**src/rtl/core/lru_kv_pkg.sv**
```systemverilog
// ----------------------------------------------------------------------------
// lru_kv_pkg
// Shared types and constants of the LRU key-value cache.
// ----------------------------------------------------------------------------
package lru_kv_pkg;

    // field widths of one transfer
    localparam int KEY_W = 32;
    localparam int VAL_W = 32;
    localparam int CFG_W = 5;

    // operation codes carried in the input tuser
    localparam logic KIND_GET = 1'b0;
    localparam logic KIND_PUT = 1'b1;

    // read value returned by a get that misses
    localparam logic [VAL_W-1:0] MISS_VALUE = {VAL_W{1'b1}};

    // capacity register value after reset
    localparam logic [CFG_W-1:0] CAPACITY_RESET = 5'd16;

    // one result of an access
    typedef struct packed {
        logic             found;
        logic [VAL_W-1:0] read_value;
        logic             evicted;
    } t_result;

endpackage

```
**src/rtl/core/lru_kv_match.sv**
```systemverilog
// ----------------------------------------------------------------------------
// lru_kv_match
// Parallel key compare over all entries and search for the least recent one.
// ----------------------------------------------------------------------------
module lru_kv_match #(
    parameter int N      = 16,
    parameter int RANK_W = 4
) (
    input  logic [N-1:0]                  i_valid,
    input  logic [lru_kv_pkg::KEY_W-1:0]  i_keys [N],
    input  logic [RANK_W-1:0]             i_ranks [N],
    input  logic [lru_kv_pkg::KEY_W-1:0]  i_key,
    input  logic [RANK_W-1:0]             i_victim_rank,
    output logic [N-1:0]                  o_hit_oh,
    output logic [N-1:0]                  o_victim_oh
);
    import lru_kv_pkg::*;

    // keys are unique among valid entries, so at most one bit is set
    always_comb begin
        for (int i = 0; i < N; i++) begin
            o_hit_oh[i]    = i_valid[i] && (i_keys[i] == i_key);
            o_victim_oh[i] = i_valid[i] && (i_ranks[i] == i_victim_rank);
        end
    end

endmodule

```
**src/rtl/core/lru_kv_store.sv**
```systemverilog
// ----------------------------------------------------------------------------
// lru_kv_store
// Entry storage with recency ranks; performs one access per enabled cycle.
// ----------------------------------------------------------------------------
module lru_kv_store #(
    parameter int N = 16
) (
    input  logic                          i_clk,
    input  logic                          i_rst_n,
    input  logic                          i_op_valid,
    input  logic                          i_kind,
    input  logic [lru_kv_pkg::KEY_W-1:0]  i_key,
    input  logic [lru_kv_pkg::VAL_W-1:0]  i_wval,
    input  logic [lru_kv_pkg::CFG_W-1:0]  i_capacity,
    output lru_kv_pkg::t_result           o_result
);
    import lru_kv_pkg::*;

    localparam int RANK_W = (N > 1) ? $clog2(N) : 1;
    localparam int CNT_W  = $clog2(N + 1);
    localparam int CMP_W  = (CNT_W > CFG_W) ? CNT_W : CFG_W;

    // entry state
    logic [KEY_W-1:0]  r_keys   [N];
    logic [VAL_W-1:0]  r_values [N];
    logic [RANK_W-1:0] r_ranks  [N];
    logic [N-1:0]      r_valid;
    logic [CNT_W-1:0]  r_count;

    logic [N-1:0]      hit_oh;
    logic [N-1:0]      victim_oh;
    logic [RANK_W-1:0] victim_rank;
    logic              hit;
    logic [VAL_W-1:0]  hit_value;
    logic [RANK_W-1:0] hit_rank;
    logic [CMP_W-1:0]  eff_cap;
    logic              full;
    logic              do_evict;
    logic [N-1:0]      kept_valid;
    logic [N-1:0]      free_vec;
    logic [N-1:0]      slot_oh;
    logic              have_slot;
    logic              do_insert;
    logic              do_promote;

    // least recent valid entry holds rank count-1
    assign victim_rank = RANK_W'(r_count - 1'b1);

    lru_kv_match #(
        .N      (N),
        .RANK_W (RANK_W)
    ) u_match (
        .i_valid       (r_valid),
        .i_keys        (r_keys),
        .i_ranks       (r_ranks),
        .i_key         (i_key),
        .i_victim_rank (victim_rank),
        .o_hit_oh      (hit_oh),
        .o_victim_oh   (victim_oh)
    );

    // value and rank of the matching entry
    always_comb begin
        hit_value = '0;
        hit_rank  = '0;
        for (int i = 0; i < N; i++) begin
            if (hit_oh[i]) begin
                hit_value = hit_value | r_values[i];
                hit_rank  = hit_rank | r_ranks[i];
            end
        end
    end

    assign hit = |hit_oh;

    // capacity clamped to the range 1..N
    always_comb begin
        if (i_capacity == '0) begin
            eff_cap = CMP_W'(1);
        end else if (CMP_W'(i_capacity) > CMP_W'(N)) begin
            eff_cap = CMP_W'(N);
        end else begin
            eff_cap = CMP_W'(i_capacity);
        end
    end

    // put of a new key: evict when full, then take the lowest free slot
    assign full       = (CMP_W'(r_count) >= eff_cap) && (r_count != '0);
    assign do_evict   = (i_kind == KIND_PUT) && !hit && full && (|victim_oh);
    assign kept_valid = do_evict ? (r_valid & ~victim_oh) : r_valid;
    assign free_vec   = ~kept_valid;
    assign slot_oh    = free_vec & (~free_vec + 1'b1);
    assign have_slot  = |free_vec;
    assign do_insert  = (i_kind == KIND_PUT) && !hit && have_slot;
    assign do_promote = hit;

    // result of this access
    always_comb begin
        o_result.found      = hit;
        o_result.evicted    = do_evict;
        o_result.read_value = '0;
        if (i_kind == KIND_GET) begin
            o_result.read_value = hit ? hit_value : MISS_VALUE;
        end
    end

    // control state: valid bits, ranks, occupancy
    always_ff @(posedge i_clk) begin
        if (!i_rst_n) begin
            r_valid <= '0;
            r_count <= '0;
            for (int i = 0; i < N; i++) begin
                r_ranks[i] <= '0;
            end
        end else if (i_op_valid) begin
            if (do_promote) begin
                for (int i = 0; i < N; i++) begin
                    if (hit_oh[i]) begin
                        r_ranks[i] <= '0;
                    end else if (r_valid[i] && (r_ranks[i] < hit_rank)) begin
                        r_ranks[i] <= r_ranks[i] + 1'b1;
                    end
                end
            end else if (do_insert) begin
                for (int i = 0; i < N; i++) begin
                    if (slot_oh[i]) begin
                        r_ranks[i] <= '0;
                    end else if (kept_valid[i]) begin
                        r_ranks[i] <= r_ranks[i] + 1'b1;
                    end
                end
                r_valid <= kept_valid | slot_oh;
                r_count <= r_count - CNT_W'(do_evict) + 1'b1;
            end
        end
    end

    // payload: keys and values
    always_ff @(posedge i_clk) begin
        if (i_op_valid) begin
            for (int i = 0; i < N; i++) begin
                if (do_insert && slot_oh[i]) begin
                    r_keys[i]   <= i_key;
                    r_values[i] <= i_wval;
                end else if ((i_kind == KIND_PUT) && hit_oh[i]) begin
                    r_values[i] <= i_wval;
                end
            end
        end
    end

endmodule

```
**src/rtl/core/lru_key_value_cache.sv**
```systemverilog
// ----------------------------------------------------------------------------
// lru_key_value_cache
// Fully associative key-value cache with least-recently-used replacement.
// ----------------------------------------------------------------------------
// Usage:
//   Input stream (s_axis): tuser is the operation (0 get, 1 put), tdata
//   carries the key and the value to store. Output stream (m_axis): one
//   transfer per input transfer, in order, with the read value in tdata and
//   the found / evicted flags in tuser.
//   A transfer is captured in an input register, then looked up and applied
//   to the entry table once the output register is free, and the result
//   lands in an output register. One access completes per cycle while the
//   receiver does not stall; the parallel key compare and rank update
//   against all CAPACITY entries are done together in that lookup step.
//   The capacity register limits the entries in use (0 acts as 1, values
//   above CAPACITY act as CAPACITY); write it only while the cache is idle.
//   Reset empties the cache and sets capacity to 16.
//   When the receiver stalls, the result is held in the output register and
//   one more item may wait in the input register; then s_axis_tready drops.
// ----------------------------------------------------------------------------
module lru_key_value_cache #(
    parameter int CAPACITY = 16
) (
    input  logic                         i_clk,
    input  logic                         i_rst_n,
    // capacity register write
    input  logic                         i_cfg_we,
    input  logic [lru_kv_pkg::CFG_W-1:0] i_cfg_wdata,
    // input stream
    input  logic                         s_axis_tvalid,
    output logic                         s_axis_tready,
    input  logic [63:0]                  s_axis_tdata,   // key[31:0], write_value[63:32]
    input  logic                         s_axis_tuser,   // kind[0]
    // output stream
    output logic                         m_axis_tvalid,
    input  logic                         m_axis_tready,
    output logic [31:0]                  m_axis_tdata,   // read_value[31:0]
    output logic [1:0]                   m_axis_tuser    // found[0], evicted[1]
);
    import lru_kv_pkg::*;

    logic [CFG_W-1:0] r_capacity;
    logic             r_in_valid;
    logic             r_in_kind;
    logic [KEY_W-1:0] r_in_key;
    logic [VAL_W-1:0] r_in_wval;
    logic             r_out_valid;
    t_result          r_out;
    t_result          result;
    logic             advance;
    logic             in_take;

    // handshake: the access moves on when the output register is empty or being read
    assign advance       = r_in_valid && (!r_out_valid || m_axis_tready);
    assign s_axis_tready = !r_in_valid || advance;
    assign in_take       = s_axis_tvalid && s_axis_tready;

    // capacity register
    always_ff @(posedge i_clk) begin
        if (!i_rst_n) begin
            r_capacity <= CAPACITY_RESET;
        end else if (i_cfg_we) begin
            r_capacity <= i_cfg_wdata;
        end
    end

    // input register
    always_ff @(posedge i_clk) begin
        if (!i_rst_n) begin
            r_in_valid <= 1'b0;
        end else if (s_axis_tready) begin
            r_in_valid <= s_axis_tvalid;
        end
    end

    always_ff @(posedge i_clk) begin
        if (in_take) begin
            r_in_kind <= s_axis_tuser;
            r_in_key  <= s_axis_tdata[KEY_W-1:0];
            r_in_wval <= s_axis_tdata[KEY_W+VAL_W-1:KEY_W];
        end
    end

    // entry table and lookup
    lru_kv_store #(
        .N (CAPACITY)
    ) u_store (
        .i_clk      (i_clk),
        .i_rst_n    (i_rst_n),
        .i_op_valid (advance),
        .i_kind     (r_in_kind),
        .i_key      (r_in_key),
        .i_wval     (r_in_wval),
        .i_capacity (r_capacity),
        .o_result   (result)
    );

    // output register
    always_ff @(posedge i_clk) begin
        if (!i_rst_n) begin
            r_out_valid <= 1'b0;
        end else if (advance) begin
            r_out_valid <= 1'b1;
        end else if (m_axis_tready) begin
            r_out_valid <= 1'b0;
        end
    end

    always_ff @(posedge i_clk) begin
        if (advance) begin
            r_out <= result;
        end
    end

    assign m_axis_tvalid = r_out_valid;
    assign m_axis_tdata  = r_out.read_value;
    assign m_axis_tuser  = {r_out.evicted, r_out.found};

    // every accepted transfer is held in the input register next cycle
    a_in_capture: assert property (@(posedge i_clk) disable iff (!i_rst_n)
        in_take |=> r_in_valid)
        else $error("accepted transfer not captured");

    // every access that moves on produces a result next cycle
    a_out_load: assert property (@(posedge i_clk) disable iff (!i_rst_n)
        advance |=> r_out_valid)
        else $error("result register not loaded");

    // a result without a hit reads either the miss marker or zero
    a_miss_value: assert property (@(posedge i_clk) disable iff (!i_rst_n)
        (r_out_valid && !r_out.found) |->
            (r_out.read_value == MISS_VALUE || r_out.read_value == '0))
        else $error("unexpected read value on miss");

    // an eviction only happens on a put that did not hit
    a_evict_miss: assert property (@(posedge i_clk) disable iff (!i_rst_n)
        (r_out_valid && r_out.evicted) |-> (!r_out.found && r_out.read_value == '0))
        else $error("eviction on a hit or on a get");

endmodule
```
**config.mk**
```make
export PLATFORM = sky130hd
export DESIGN_NAME = lru_key_value_cache
export DESIGN_NICKNAME = d
export VERILOG_FILES = /design/src/rtl/core/lru_kv_pkg.sv /design/src/rtl/core/lru_kv_match.sv /design/src/rtl/core/lru_kv_store.sv /design/src/rtl/core/lru_key_value_cache.sv
export SDC_FILE = /design/constraint.sdc
export NUM_CORES = 2
export LEC_CHECK = 0
export BUFFER_PORTS_ARGS = -buffer_cell sky130_fd_sc_hd__buf_2
export CAP_MARGIN = 5
export CORE_MARGIN = 1.5
export CORE_UTILIZATION = 40
export CTS_CLUSTER_SIZE = 8
export DETAILED_ROUTE_END_ITERATION = 8
export PLACE_DENSITY = 0.66
export SLEW_MARGIN = 5
export SYNTH_ARGS = -nofsm -noshare
export SYNTH_HDL_FRONTEND = slang
export SYNTH_HIERARCHICAL = 1
export SYNTH_SLANG_ARGS = --single-unit
```
**constraint.sdc**
```tcl
create_clock -name i_clk -period 15 [get_ports i_clk]
set_clock_uncertainty 0.15 [all_clocks]
set_input_delay 0 -clock i_clk [delete_from_list [all_inputs] [get_ports i_clk]]
set_output_delay 0 -clock i_clk [all_outputs]
set_load 0.01 [all_outputs]
```
==> results.py <==
metrics = {
    "pwr": {
        "peakVddDrop_mv": 0.108,
        "power_density_nw_per_um2": 126,
        "cellLeakagePower_nw": 20.0,
    },
    "critical_path": {
        "cp_max_fo": 33,
        "rr_startpoint": "u_store/r_count[0]",
        "required_ps": 15230,
        "timing.critical_path.buf_inv": 1,
        "critical_path.top_delay_family": "simple AND/OR/NAND/NOR gates",
        "cp_cell_sequence": "inv_1, ha_1, xor2_2, xor2_1, nor4_1, nor3_1, nand3_1, nand4b_2, a31oi_1, nor2_1, nand2_1, nor2_4, a21o_2",
        "crit_slowest_cell": "xor2_2",
        "reg2regPathDepth": 13,
        "worstSetupPathType": "flip-flop to flip-flop",
        "timing.rr.end": "u_store/r_values[1][122]",
        "startpoint_type": "flip-flop",
        "max_stage_delay_ps": 950,
        "crit_path_end_kind": "flip-flop",
        "cp_data_arrival_time_ps": 7660,
        "rrSetupSlack_ps": 7570,
    },
    "sta": {
        "hold_viol_final": 0,
        "period_needed_ps": 7430,
        "drv_slew": 0,
        "worst_slew_pin_slew_ps": 1220,
        "grt_setup_unrepaired": "false",
        "max_freq_mhz": 135,
        "finalHoldWorstSlack_ps": 288,
        "setup_viol": 0,
        "tns_ps": 0,
        "slew_headroom_pct": 18.5,
        "period_share_pct": 49.5,
    },
    "route": {
        "viasPerCell": 5.69,
        "drt_iter0_markers": 3164,
        "routed_wl_um": 137000,
        "antenna_left": 0,
        "num_vias": 30800,
        "drc": 0,
        "first_pass_iters": 6,
        "wl_per_cell_um": 25.2,
    },
    "clock_tree": {
        "htree_levels": 4,
        "post_cts_buffers": 0,
        "post_cts_resized": 0,
        "cts_tree": "yes",
        "clockBufferDepth": 3,
        "clock-sinks": 1215,
        "path_clk_slew_ps": 60,
        "hold_buffers": 157,
        "clockRootBuffer": "clkbuf_16",
        "clk_latency_ps": 800,
        "cts_buffers": 171,
    },
    "logic_synthesis": {
        "async_reset_ff_share_pct": 0,
        "yosysSeqAreaShare_pct": 69.9,
        "syn_inst": 3349,
        "synth_area_per_cell_um2": 15.2,
        "ys_warn_count": 6,
        "syn-num-nets": 3502,
        "ys.flop_type": "edfxtp_1",
        "synth.cell_area_um2": 50900,
        "synth_cell_types": 83,
        "synth_edf_count": 1123,
        "ys_ff_latch": 1215,
    },
    "grt": {
        "grt_pass1_vias": 30400,
        "grt_pass1_wl_um": 201000,
        "antenna_found_initial": 0,
        "grt_use_total_pct": 20.8,
        "grt_overflow_total": 0,
        "grt_max_degree": 50,
    },
    "placement": {
        "dp_hpwl_um": 70400,
        "gp_congestion": 0.916,
        "io_buffers": 110,
    },
    "min_path": {
        "hold_start": "s_axis_tdata[55]",
        "hp-class": "primary input to flip-flop",
        "min_delay_worst_endpoint": "r_in_wval[23]",
        "holdPathStages": 3,
    },
    "finish": {
        "area_growth_pct": 17.5,
        "layout_common_cells": "1123 x edfxtp_1, 533 x xor2_1, 211 x a22oi_1",
        "layout_commonest_cell": "edfxtp_1",
        "drive_gt1_share_pct": 12.7,
        "nNetsFinal": 3861,
    },
    "floorplan": {
        "initial_core_util_pct": 40.4,
        "die_w_um": 360,
        "io_pins": 111,
        "die_area_um2": 129000,
        "die_h_um": 360,
        "rows": 130,
        "core_area_um2": 126000,
    },
    "run_status": {
        "outcome": "complete, no violations",
    },
    "run": {
        "cap_viol_max_count": 0,
    },
}
[worst register-to-register path, stage by stage, from the launching register on]
cell      delay (ps)
dfxtp_1          330
inv_1            720
ha_1             330
xor2_2           950
xor2_1           160
nor4_1           810
nor3_1           160
nand3_1          270
nand4b_2         280
a31oi_1          160
nor2_1           710
nand2_1          290
nor2_4           780
a21o_2           880
[power by group]
part | switching [mW] | internal, mW | leakage, nW
clock network | 1.41 | 2.10 | 2.34
registers | 0.0288 | 3.74 | 10.9
logic | 0.182 | 0.0990 | 6.77
[layer usage]
layer  up-vias  GRT usage [%]  wire length, um
li1      13600              -                -
met1     15700           27.9            57600
met2      1280           33.6            64500
met3       252           4.08            10300
met4         0           7.83             4390
met5         -              0                0
[flip-flops by register name (all words and copies together) (netlist names)]
register and flops:
r_capacity 5, r_in_key 32, u_store/r_ranks 64, m_axis_tdata 32, r_in_valid 1, u_store/r_valid 16, r_in_kind 1, m_axis_tvalid 1
u_store/r_values 512, r_in_wval 32, u_store/r_keys 512, m_axis_tuser 2, u_store/r_count 5
[cell usage after synthesis, types with 17 or more instances]
cell,n,area [um2]
a21o_1,19,143
a21oi_1,47,235
a221oi_1,39,342
a22o_1,39,342
a22oi_1,211,1580
a31oi_1,23,144
buf_1,27,101
buf_2,20,100
buf_6,49,552
clkbuf_1,67,251
dfxtp_1,92,1840
edfxtp_1,1123,33700
ha_1,78,976
inv_1,43,161
mux2i_1,19,190
nand2_1,95,357
nand2b_1,17,106
nand3_1,104,521
nand4_1,55,344
nor2_1,119,447
nor3_1,77,385
nor4_1,135,845
o21ai_0,48,240
xnor2_1,52,455
xor2_1,534,4680
[how the worst max path moves through the flow]
stage	to	start	cells past startpoint	slack (ps)
floorplan	u_store/r_values[0][128]	m_axis_tvalid	8	5600
global placement	u_store/r_values[1][111]	u_store/r_count[0]	13	7930
detailed placement	u_store/r_values[1][111]	u_store/r_count[0]	13	7820
CTS	u_store/r_values[1][122]	u_store/r_count[0]	13	7750
global route	u_store/r_values[1][122]	u_store/r_count[0]	13	7280
finish	u_store/r_values[1][122]	u_store/r_count[0]	13	7570
[kinds of logic (layout without fill, tap and decap cells)]
group,Yosys count,in the layout,synth area share (%)
adder cells (fa/ha/maj),78,78,1.92
AND/OR/NAND/NOR,684,684,7.19
AO/OA/AOI/OAI,547,547,8.02
other,0,1,0
multiplexers,19,19,0.374
buffers and inverters,220,643,2.49
XOR/XNOR,586,586,10.1
flip-flops,1215,1215,69.9
[layout make-up]
type / instances / area (um2)
multi-input combinational: 1914 / 14300
tap: 1650 / 2060
antenna: 1 / 2.50
clock inverter: 18 / 428
inverter: 44 / 165
clock buffer: 219 / 4470
timing repair buffer: 362 / 2840
sequential: 1215 / 35600
fill: 10700 / 66100
[per-stage QoR]
stage	util (%)	power [mW]	worst slack [ps]	area (um2)	instances
final	47.5	7.55	7570	59800	5423
after global routing	47.5	7.77	7280	59800	5422
after CTS	47.5	7.61	7750	59800	5422
after detailed placement	42.3	4.07	7820	53300	5028
after global placement	42.3	4.07	7930	53300	5028
after floorplan	-	3.98	5600	50900	3349
Power figures use the tool's default switching activity.
